### config.mk
export PLATFORM = sky130hd
export DESIGN_NAME = signed_int_to_decimal_ascii_core
export DESIGN_NICKNAME = d
export VERILOG_FILES = /design/src/rtl/core/sidac_pkg.sv /design/src/rtl/core/signed_int_to_decimal_ascii_core.sv /design/src/rtl/core/sidac_dabble.sv
export VERILOG_INCLUDE_DIRS = /design/src /design/src/rtl/core
export SDC_FILE = /design/constraint.sdc
export NUM_CORES = 1
export LEC_CHECK = 0
export ABC_AREA = 1
export BUFFER_PORTS_ARGS = -buffer_cell sky130_fd_sc_hd__buf_2
export CAP_MARGIN = 0
export CORE_MARGIN = 5
export CORE_UTILIZATION = 61
export DETAILED_ROUTE_END_ITERATION = 8
export PLACE_DENSITY_LB_ADDON = 0.12
export REMOVE_ABC_BUFFERS = 1
export SETUP_SLACK_MARGIN = 0.2
export SLEW_MARGIN = 0
export SYNTH_ARGS = -nofsm -noshare
export SYNTH_HDL_FRONTEND = slang
export SYNTH_SLANG_ARGS = --single-unit
export TNS_END_PERCENT = 1
### constraint.sdc
create_clock -name clk -period 2.4 [get_ports clk]
set_input_delay 0.12 -clock clk [delete_from_list [all_inputs] [get_ports clk]]
set_output_delay 0.12 -clock clk [all_outputs]
set_load 0.02 [all_outputs]
### src/rtl/core/signed_int_to_decimal_ascii_core_macros.svh
// Assertion macros for the signed integer to decimal ASCII core.
// Needs clk and arst_n in the scope of each use; define NO_ASSERTIONS to drop them.
`ifndef SIGNED_INT_TO_DECIMAL_ASCII_CORE_MACROS_SVH
`define SIGNED_INT_TO_DECIMAL_ASCII_CORE_MACROS_SVH
`ifndef NO_ASSERTIONS
// same-cycle implication
`define SIDAC_ASSERT_IMP(lbl, ante, cons, msg) \
	lbl: assert property (@(posedge clk) disable iff (!arst_n) (ante) |-> (cons)) \
		else $error(msg);
// next-cycle implication
`define SIDAC_ASSERT_NXT(lbl, ante, cons, msg) \
	lbl: assert property (@(posedge clk) disable iff (!arst_n) (ante) |=> (cons)) \
		else $error(msg);
`else
`define SIDAC_ASSERT_IMP(lbl, ante, cons, msg)
`define SIDAC_ASSERT_NXT(lbl, ante, cons, msg)
`endif
`endif

### src/rtl/core/sidac_pkg.sv
// Shared constants, types and helpers for the signed integer to decimal ASCII core.
// No dependencies.
package sidac_pkg;

	localparam int VALUE_WIDTH_DEF = 32;

	localparam logic [7:0] CHAR_ZERO  = 8'h30;
	localparam logic [7:0] CHAR_MINUS = 8'h2D;

	// Decimal digits needed for the largest magnitude, 2^(width-1)
	function automatic int num_digits(input int width);
		return ((width - 1) * 30103) / 100000 + 1;
	endfunction

	// Status of the BCD conversion unit
	typedef struct packed {
		logic busy;
		logic done;
	} dab_stat_t;

endpackage

### src/rtl/core/signed_int_to_decimal_ascii_core.sv
// Converts a signed integer to decimal ASCII text, one character per strobe.
// An item is taken when start is high and busy is low. The magnitude goes
// through the BCD converter at one bit per cycle, then a pickup step takes
// the digit count; then the characters come out one per cycle, '-' first for
// negative values (registered in the pickup step, so the sign costs no extra
// time), most significant digit next, last high on the final digit. Busy stays
// high from the accept until the final character is registered. The final
// character is on the ports in the first cycle with busy low, and a new item
// can be accepted as early as that cycle. Each character is on the ports for
// exactly one cycle and the receiver cannot stall it.
// Depends on sidac_pkg, sidac_dabble and signed_int_to_decimal_ascii_core_macros.svh.
`include "signed_int_to_decimal_ascii_core_macros.svh"

module signed_int_to_decimal_ascii_core #(
	parameter int VALUE_WIDTH = sidac_pkg::VALUE_WIDTH_DEF
) (
	input  logic                          clk,
	input  logic                          arst_n,
	input  logic                          start,
	input  logic signed [VALUE_WIDTH-1:0] value,
	output logic                          busy,
	output logic                          strobe,
	output logic [7:0]                    character,
	output logic                          last
);

	localparam int NDIG = sidac_pkg::num_digits(VALUE_WIDTH);
	localparam int LENW = $clog2(NDIG + 1);
	localparam int IDXW = $clog2(NDIG);

	typedef enum logic [1:0] {
		ST_IDLE,
		ST_CONV,
		ST_EMIT
	} state_t;

	state_t                  state_q;
	logic                    neg_q;
	logic [IDXW-1:0]         idx_q;
	logic                    strobe_q;
	logic [7:0]              char_q;
	logic                    last_q;
	logic                    load;
	logic [VALUE_WIDTH-1:0]  mag;
	sidac_pkg::dab_stat_t    dab_stat;
	logic [NDIG-1:0][3:0]    digits;
	logic [LENW-1:0]         len;

	assign busy = (state_q != ST_IDLE);
	assign load = start && !busy;

	// unsigned magnitude; the most negative value maps to 2^(VALUE_WIDTH-1)
	assign mag = value[VALUE_WIDTH-1] ? (~$unsigned(value) + VALUE_WIDTH'(1))
		: $unsigned(value);

	sidac_dabble #(
		.VALUE_WIDTH(VALUE_WIDTH)
	) u_dabble (
		.clk   (clk),
		.arst_n(arst_n),
		.load  (load),
		.mag   (mag),
		.stat  (dab_stat),
		.digits(digits),
		.len   (len)
	);

	// sequencer and registered character outputs
	always_ff @(posedge clk or negedge arst_n) begin
		if (!arst_n) begin
			state_q  <= ST_IDLE;
			neg_q    <= 1'b0;
			idx_q    <= '0;
			strobe_q <= 1'b0;
			char_q   <= '0;
			last_q   <= 1'b0;
		end else begin
			strobe_q <= 1'b0;
			unique case (state_q)
				ST_IDLE: begin
					if (load) begin
						neg_q   <= value[VALUE_WIDTH-1];
						state_q <= ST_CONV;
					end
				end
				ST_CONV: begin
					if (dab_stat.done) begin
						idx_q <= IDXW'(len - LENW'(1));
						// sign goes out while the first digit is selected
						if (neg_q) begin
							strobe_q <= 1'b1;
							char_q   <= sidac_pkg::CHAR_MINUS;
							last_q   <= 1'b0;
						end
						state_q <= ST_EMIT;
					end
				end
				ST_EMIT: begin
					strobe_q <= 1'b1;
					char_q   <= sidac_pkg::CHAR_ZERO + {4'd0, digits[idx_q]};
					last_q   <= (idx_q == '0);
					if (idx_q == '0) begin
						state_q <= ST_IDLE;
					end else begin
						idx_q <= idx_q - IDXW'(1);
					end
				end
				default: begin
					state_q <= ST_IDLE;
				end
			endcase
		end
	end

	assign strobe    = strobe_q;
	assign character = char_q;
	assign last      = last_q;

	`SIDAC_ASSERT_NXT(a_accept_busy, start && !busy, busy, "busy not raised after accept")
	`SIDAC_ASSERT_NXT(a_last_ends, strobe && last, !strobe, "character after last")
	`SIDAC_ASSERT_IMP(a_conv_unit_busy, state_q == ST_CONV && !dab_stat.done, dab_stat.busy,
		"waiting on idle converter")

endmodule

### src/rtl/core/sidac_dabble.sv
// Iterative binary to BCD converter (shift and add-3), one magnitude bit per cycle.
// Depends on sidac_pkg and signed_int_to_decimal_ascii_core_macros.svh.
`include "signed_int_to_decimal_ascii_core_macros.svh"

module sidac_dabble #(
	parameter int VALUE_WIDTH = sidac_pkg::VALUE_WIDTH_DEF,
	localparam int NDIG = sidac_pkg::num_digits(VALUE_WIDTH),
	localparam int LENW = $clog2(NDIG + 1)
) (
	input  logic                     clk,
	input  logic                     arst_n,
	input  logic                     load,
	input  logic [VALUE_WIDTH-1:0]   mag,
	output sidac_pkg::dab_stat_t     stat,
	output logic [NDIG-1:0][3:0]     digits,
	output logic [LENW-1:0]          len
);

	localparam int IDXW = $clog2(NDIG);
	localparam int CNTW = $clog2(VALUE_WIDTH + 1);
	localparam int BCDW = 4 * NDIG;

	logic [VALUE_WIDTH-1:0] mag_q;
	logic [NDIG-1:0][3:0]   bcd_q;
	logic [NDIG-1:0][3:0]   adj;
	logic [NDIG-1:0][3:0]   nxt;
	logic [LENW-1:0]        len_q;
	logic [CNTW-1:0]        cnt_q;
	logic                   busy_q;
	logic                   done_q;
	logic                   grow;

	// add-3 on every digit of 5 or more, then shift in the next magnitude bit
	always_comb begin
		for (int i = 0; i < NDIG; i++) begin
			adj[i] = (bcd_q[i] >= 4'd5) ? bcd_q[i] + 4'd3 : bcd_q[i];
		end
		nxt = BCDW'({adj, mag_q[VALUE_WIDTH-1]});
		// doubling adds at most one significant digit per step
		grow = (len_q < LENW'(NDIG)) && (nxt[len_q[IDXW-1:0]] != 4'd0);
	end

	// control: bit counter, significant digit count, status
	always_ff @(posedge clk or negedge arst_n) begin
		if (!arst_n) begin
			busy_q <= 1'b0;
			done_q <= 1'b0;
			cnt_q  <= '0;
			len_q  <= '0;
		end else begin
			done_q <= 1'b0;
			if (load) begin
				busy_q <= 1'b1;
				cnt_q  <= CNTW'(VALUE_WIDTH);
				len_q  <= LENW'(1);
			end else if (busy_q) begin
				cnt_q <= cnt_q - CNTW'(1);
				if (grow) begin
					len_q <= len_q + LENW'(1);
				end
				if (cnt_q == CNTW'(1)) begin
					busy_q <= 1'b0;
					done_q <= 1'b1;
				end
			end
		end
	end

	// datapath: magnitude shifter and BCD accumulator
	always_ff @(posedge clk) begin
		if (load) begin
			mag_q <= mag;
			bcd_q <= '0;
		end else if (busy_q) begin
			mag_q <= mag_q << 1;
			bcd_q <= nxt;
		end
	end

	assign stat.busy = busy_q;
	assign stat.done = done_q;
	assign digits    = bcd_q;
	assign len       = len_q;

	`SIDAC_ASSERT_IMP(a_len_bound, busy_q, len_q <= LENW'(NDIG), "digit count overran")
	`SIDAC_ASSERT_NXT(a_done_after_last_bit, busy_q && cnt_q == CNTW'(1) && !load, done_q,
		"no done after final bit")
	`SIDAC_ASSERT_NXT(a_done_pulse, done_q, !done_q, "done held longer than one cycle")

endmodule

; ---- Word-level counts from Yosys, hierarchy flattened
; Cells that the tools add are included.
; W data, S select, Z words.
[totals]
word_cells = 118
out_inout_bits = 11
in_bits = 35
reg_bits = 101
[op_classes]
magnitude_cmp = 13
mux = 44
n_bitwise = 1
add_sub_neg = 16
reduce_logical = 15
n_eq_ne = 8
[ops]
columns = operator, count
row1 = $mux W32, 3
row2 = $mux W4, 16
row3 = $ge A4 B3 Y1 const B, 10
row4 = $add A4 B2 Y4 const B, 9
row5 = $add A32 B1 Y32 const B, 1
row6 = $bmux W4 S4, 2
row7 = $not A32 Y32, 1
row8 = $mux W8, 2
row9 = $pmux W8 S2, 1
row10 = $mux W6, 2
row11 = $lt A4 B5 Y1 const B, 2
row12 = $mux W1, 10
row13 = $reduce_and A3 Y1, 3
row14 = $ne A2 B2 Y1 const B, 4
row15 = $pmux W4 S2, 1
row16 = $reduce_bool A2 Y1, 4
row17 = $sub A4 B1 Y4 const B, 2
row18 = $add A6 B4 Y7 const A, 1
row19 = $eq A6 B1 Y1 const B, 1
row20 = $mux W2, 3
row21 = $pmux W2 S3, 1
row22 = $sub A6 B1 Y6 const B, 1
row23 = $add A4 B1 Y4 const B, 1
row24 = $logic_not A4 Y1, 1
row25 = 12 further kinds, 15

; ---- Longest topological paths before layout
[logic_depth]
word_depth = 9
depth_mapped = 18
depth_no_buf = 18

; ---- Cells and area by module
; From an unflattened synthesis, not the netlist that was laid out.
[unflattened]
cells_unflattened = 1003
hier_area_um2 = 6805.3
[modules_own_cells]
columns = mod, cells_per_inst, instances, seq_area_each_um2, area_each_um2
row1 = sidac_dabble, 621, 1, 2062.0, 4636.9
row2 = signed_int_to_decimal_ascii_core, 382, 1, 375.4, 2168.3

; ---- Worst setup path after synthesis
; Ideal clock, no wire load.
[synth_timing]
path_type = register to register
startpoint = reg state_q[0]
endpoint = reg u_dabble.mag_q[0], enable pin
path_slack_ps = 314
setup_ps = 377
n_path_buf = 2
t_required_ps = 2023
stages_incl_launch_ff = 9
t_arrival_ps = 1709
path_cell_list = dfrtp_1 -> inv_1 -> ha_1 -> nand2_2 -> inv_1 -> nor2_1 -> inv_1 -> buf_2 -> buf_2
[synth_between]
elab_chain_len = 4
[synth_lines]
columns = item, line_no
row1 = "start, declared", signed_int_to_decimal_ascii_core.sv:37  ; state_t state_q;
row2 = "start signal, assigned", signed_int_to_decimal_ascii_core.sv:71  ; state_q <= ST_IDLE;
row3 = "start signal, assigned", signed_int_to_decimal_ascii_core.sv:83  ; state_q <= ST_CONV;
row4 = "start signal, assigned", signed_int_to_decimal_ascii_core.sv:95  ; state_q <= ST_EMIT;
row5 = $reduce_bool A2 Y1, signed_int_to_decimal_ascii_core.sv:49  ; assign busy = (state_q != ST_IDLE);
row6 = $logic_not A1 Y1, signed_int_to_decimal_ascii_core.sv:50  ; assign load = start && !busy;
row7 = $logic_and A1 B1 Y1, signed_int_to_decimal_ascii_core.sv:50
row8 = $reduce_bool A2 Y1 (no source line), n/a
row9 = "end signal, assigned", sidac_dabble.sv:72  ; mag_q <= mag;
row10 = "end signal, assigned", sidac_dabble.sv:75  ; mag_q <= mag_q << 1;
row11 = "end, declared", sidac_dabble.sv:23  ; logic [VALUE_WIDTH-1:0] mag_q;
; No other way between the ends.
; A chain may end at the register's enable or synchronous reset.

; ---- Worst setup path after layout
[layout_timing]
startpoint = reg u_dabble.bcd_q (netlist bit u_dabble.digits[8])
endpoint = reg u_dabble.len_q[3] (netlist: u_dabble.len[3])
[layout_between]
elab_chain_len = 8
elab_cells_between_ends = 9
classes_between = 1 x add/sub / 1 x order compare / 3 x mux / 4 x reduce/logical
[layout_lines]
columns = item, line_no
row1 = "start, declared", sidac_dabble.sv:24  ; logic [NDIG-1:0][3:0] bcd_q;
row2 = "start signal, assigned", sidac_dabble.sv:76  ; bcd_q <= nxt;
row3 = $add A4 B2 Y4 / $ge A4 B3 Y1 (equally long branches), sidac_dabble.sv:36  ; adj[i] = (bcd_q[i] >= 4'd5) ? bcd_q[i] + 4'd3 : bcd_q[i];
row4 = $mux W4 (*), sidac_dabble.sv:36
row5 = $bmux W4 S4 (*), sidac_dabble.sv:40  ; grow = (len_q < LENW'(NDIG)) && (nxt[len_q[IDXW-1:0]] != 4'd0);
row6 = $mux W4 (implied by the code) (*), sidac_dabble.sv:40
row7 = $reduce_bool A4 Y1 (*), sidac_dabble.sv:40
row8 = $logic_and A1 B1 Y1 (*), sidac_dabble.sv:40
row9 = $reduce_bool A2 Y1 (no source line) (*), n/a
row10 = $reduce_and A2 Y1 (no source line) (*), n/a
row11 = "end signal, assigned", sidac_dabble.sv:59  ; len_q <= len_q + LENW'(1);
row12 = "end, declared", sidac_dabble.sv:27  ; logic [LENW-1:0] len_q;
; Every way passes the cells marked *; elsewhere a longest branch is shown, timed or not. The select of a mux whose other input is x is not followed.

==> out/results.txt <==
status: complete, no violations
clock slew at the register clock pins of the worst setup and hold paths: 100 ps
Final ANT Viol Nets: 0
layout cells sized above 1: 12.4%
Final Util: 67.9%
core area: 0.0102 mm2
min cycle time layout: 2050 ps
number of global-route vias before repair: 5941
Starting Density: 61.9%
vias per cell: 5.81
highest achievable clock rate: 0.487 GHz
period utilization: 85.6%
Max Cap Viol: 0
Fin. Hold Viols: 0
ys async rst share: 27.3%
Longest Clk Path Bufs: 2
commonest non-fill, non-tap cell in the layout: nand2_1
Slew @ Worst Pin: 684 ps
Finished Layout Cells: 1045
top_reg_cell synth: dfxtp_1
first-pass GRT wire length: 26500 um
Die H: 112 um
number of distinct library cells after synthesis: 45
Syn. warnings: 0
Post-synth EDFFs: 32
largest net degree at the start of global routing: 72
Setup CP Type: flip-flop to flip-flop
final antenna diode count: 0
TritonCTS Sinks: 99
CP endpoint kind: flip-flop
synth-to-layout area growth: 9.72%
DIE AREA: 0.0125 mm2
Initial DRT Pass Iterations: 5
Worst VDD drop: 0.615 mV
DP Cell Count: 1028
highest routing layer actually used: met4
routed wl met2: 7690 um
CTS root buf: clkbuf_8
Worst-Skew Late Latency: 390 ps
most frequent cells in the layout: nand2_1, o21ai_0, nand3_1, inv_1, nor2_1
metal1 wirelength: 6450 um
min-delay worst type: primary input to flip-flop
row count: 37
Synth area leader: edfxtp_1
die extent in x: 112 um
dpl hpwl: 11300 um
RSZ-0062 raised after global routing: false
share of the synthesized area in the top cell type: 15.2%
initial DRC count: 615
H-tree levels: 3
P per Cell Area: 1390 mW/mm2
Overall Global Routing Usage: 25.6%
met3 wire len: 930 um
Post-Layout Inst Area: 0.00695 mm2
fin. max-slew vios: 0
final WL: 15600 um
Port Buffers: 43
Synth area leaders: edfxtp_1, dfxtp_1, nand2_1, dfrtp_1, nand3_1
DP Area: 0.00669 mm2
final setup fails: 0
average size of a mapped cell: 7.30 um2
I/O pin count: 46
clk_skew: 12.1 ps
Synth Instances: 867
Avg WL per Cell: 14.9 um
crit-path max FO: 5
initial antenna violation count: 0
Num CTS Buffers: 9
sequential share of the synthesized area: 38.5%
final net count: 968
crit path DAT: 2390 ps
startpoint types: flip-flop
post-synthesis register bit count: 99
Leakage: 3.21 nW
setup slack after placement: 365 ps
Max-Slew Margin vs Limit: 54.4%
Overflow after GRT: 0
Worst Path Required: 2730 ps
GP Congestion: 0.880
setup ws final: 346 ps
DR vias: 6070
synthesized area: 0.00633 mm2
DR DRC count: 0
CTS tree: built
-- flip-flops by register name (all words and copies together) (netlist names), 2 cells and up --
name	count
character	6
idx_q	4
u_dabble.digits	40
u_dabble.mag_q	32
u_dabble.cnt_q	6
state_q	2
u_dabble.len	4
-- layout make-up --
| type | count | area [um2] |
|---|---|---|
| clock buffers | 12 | 149 |
| clock inverters | 4 | 73.8 |
| fillers | 888 | 3280 |
| inverters | 95 | 357 |
| multi-input cells | 641 | 3410 |
| flip-flops and latches | 99 | 2440 |
| well taps | 136 | 170 |
| repair buffers | 58 | 343 |
-- timing repair --
item | CTS | global route
endpoints found under the hold margin | 27 | 0
setup endpoints to repair | 0 | 4
gates resized for setup | 0 | 9
setup buffers | 0 | 0
hold buffers | 1 | 0
-- kinds of logic after synthesis --
group | share of synthesized area (%)
buffers and inverters | 7.98
other | 0.0592
and+or+nand+nor | 27.4
xor gates and xnor gates | 3.87
adders and majority gates | 5.73
AOI/OAI and AO/OA | 16.5
DFF | 38.5
-- cell usage after synthesis (all sizes together) (15+ instances only) --
library cell and count:
edfxtp 32, a31oi 15, dfrtp 27, nor2 63, o21ai 112, dfxtp 40
a21oi 34, inv 93, xor2 20, nand3 105, nand2 197, ha 29
clkbuf 21
-- per-stage QoR --
step	hold slack [ps]	setup TNS (ps)	power [W]
final	95.0	0	0.00968
after global routing	82.4	0	0.0106
after CTS	81.8	0	0.00958
after detailed placement	172	0	0.00833
after global placement	152	0	0.00808
after floorplan	-176	-49980	0.00679
-- worst paths after layout --
path                       cells after the start  slack, ps                from                end
max in group asynchronous                      2       1730              arst_n  u_dabble.cnt_q[3]
min in group asynchronous                      2        270              arst_n       character[4]
max                                           15        350  u_dabble.digits[8]    u_dabble.len[3]
min reg2reg                                    1        480        character[5]       character[5]
max reg2reg                                   15        350  u_dabble.digits[8]    u_dabble.len[3]
min                                            3         90            value[0]  u_dabble.mag_q[0]
-- worst max-delay path, stage by stage (launching register included) --
cell	delay, ps
dfxtp_1	410
inv_1	120
ha_1	230
inv_1	60
nand2_1	100
nand3_1	160
nand2_1	90
nand3_1	80
nand3_1	130
nand2_1	80
nand3_1	90
nand3_2	80
nand4_4	120
nand2_4	120
nand2_1	50
nand2_1	60
-- routing by layer --
layer	up-vias	GRT usage [%]
li1	2990	-
met1	2822	29.3
met2	211	44.8
met3	47	6.36
met4	0	12.0
met5	-	0
-- where the power goes --
group          total, W  leakage (nW)  switching, W  internal (W)
logic           0.00531          2.08       0.00348       0.00183
clock network   0.00123         0.114      0.000598      0.000629
registers       0.00315          1.01      0.000502       0.00265
No activity file was read; power rests on OpenSTA's default activity.
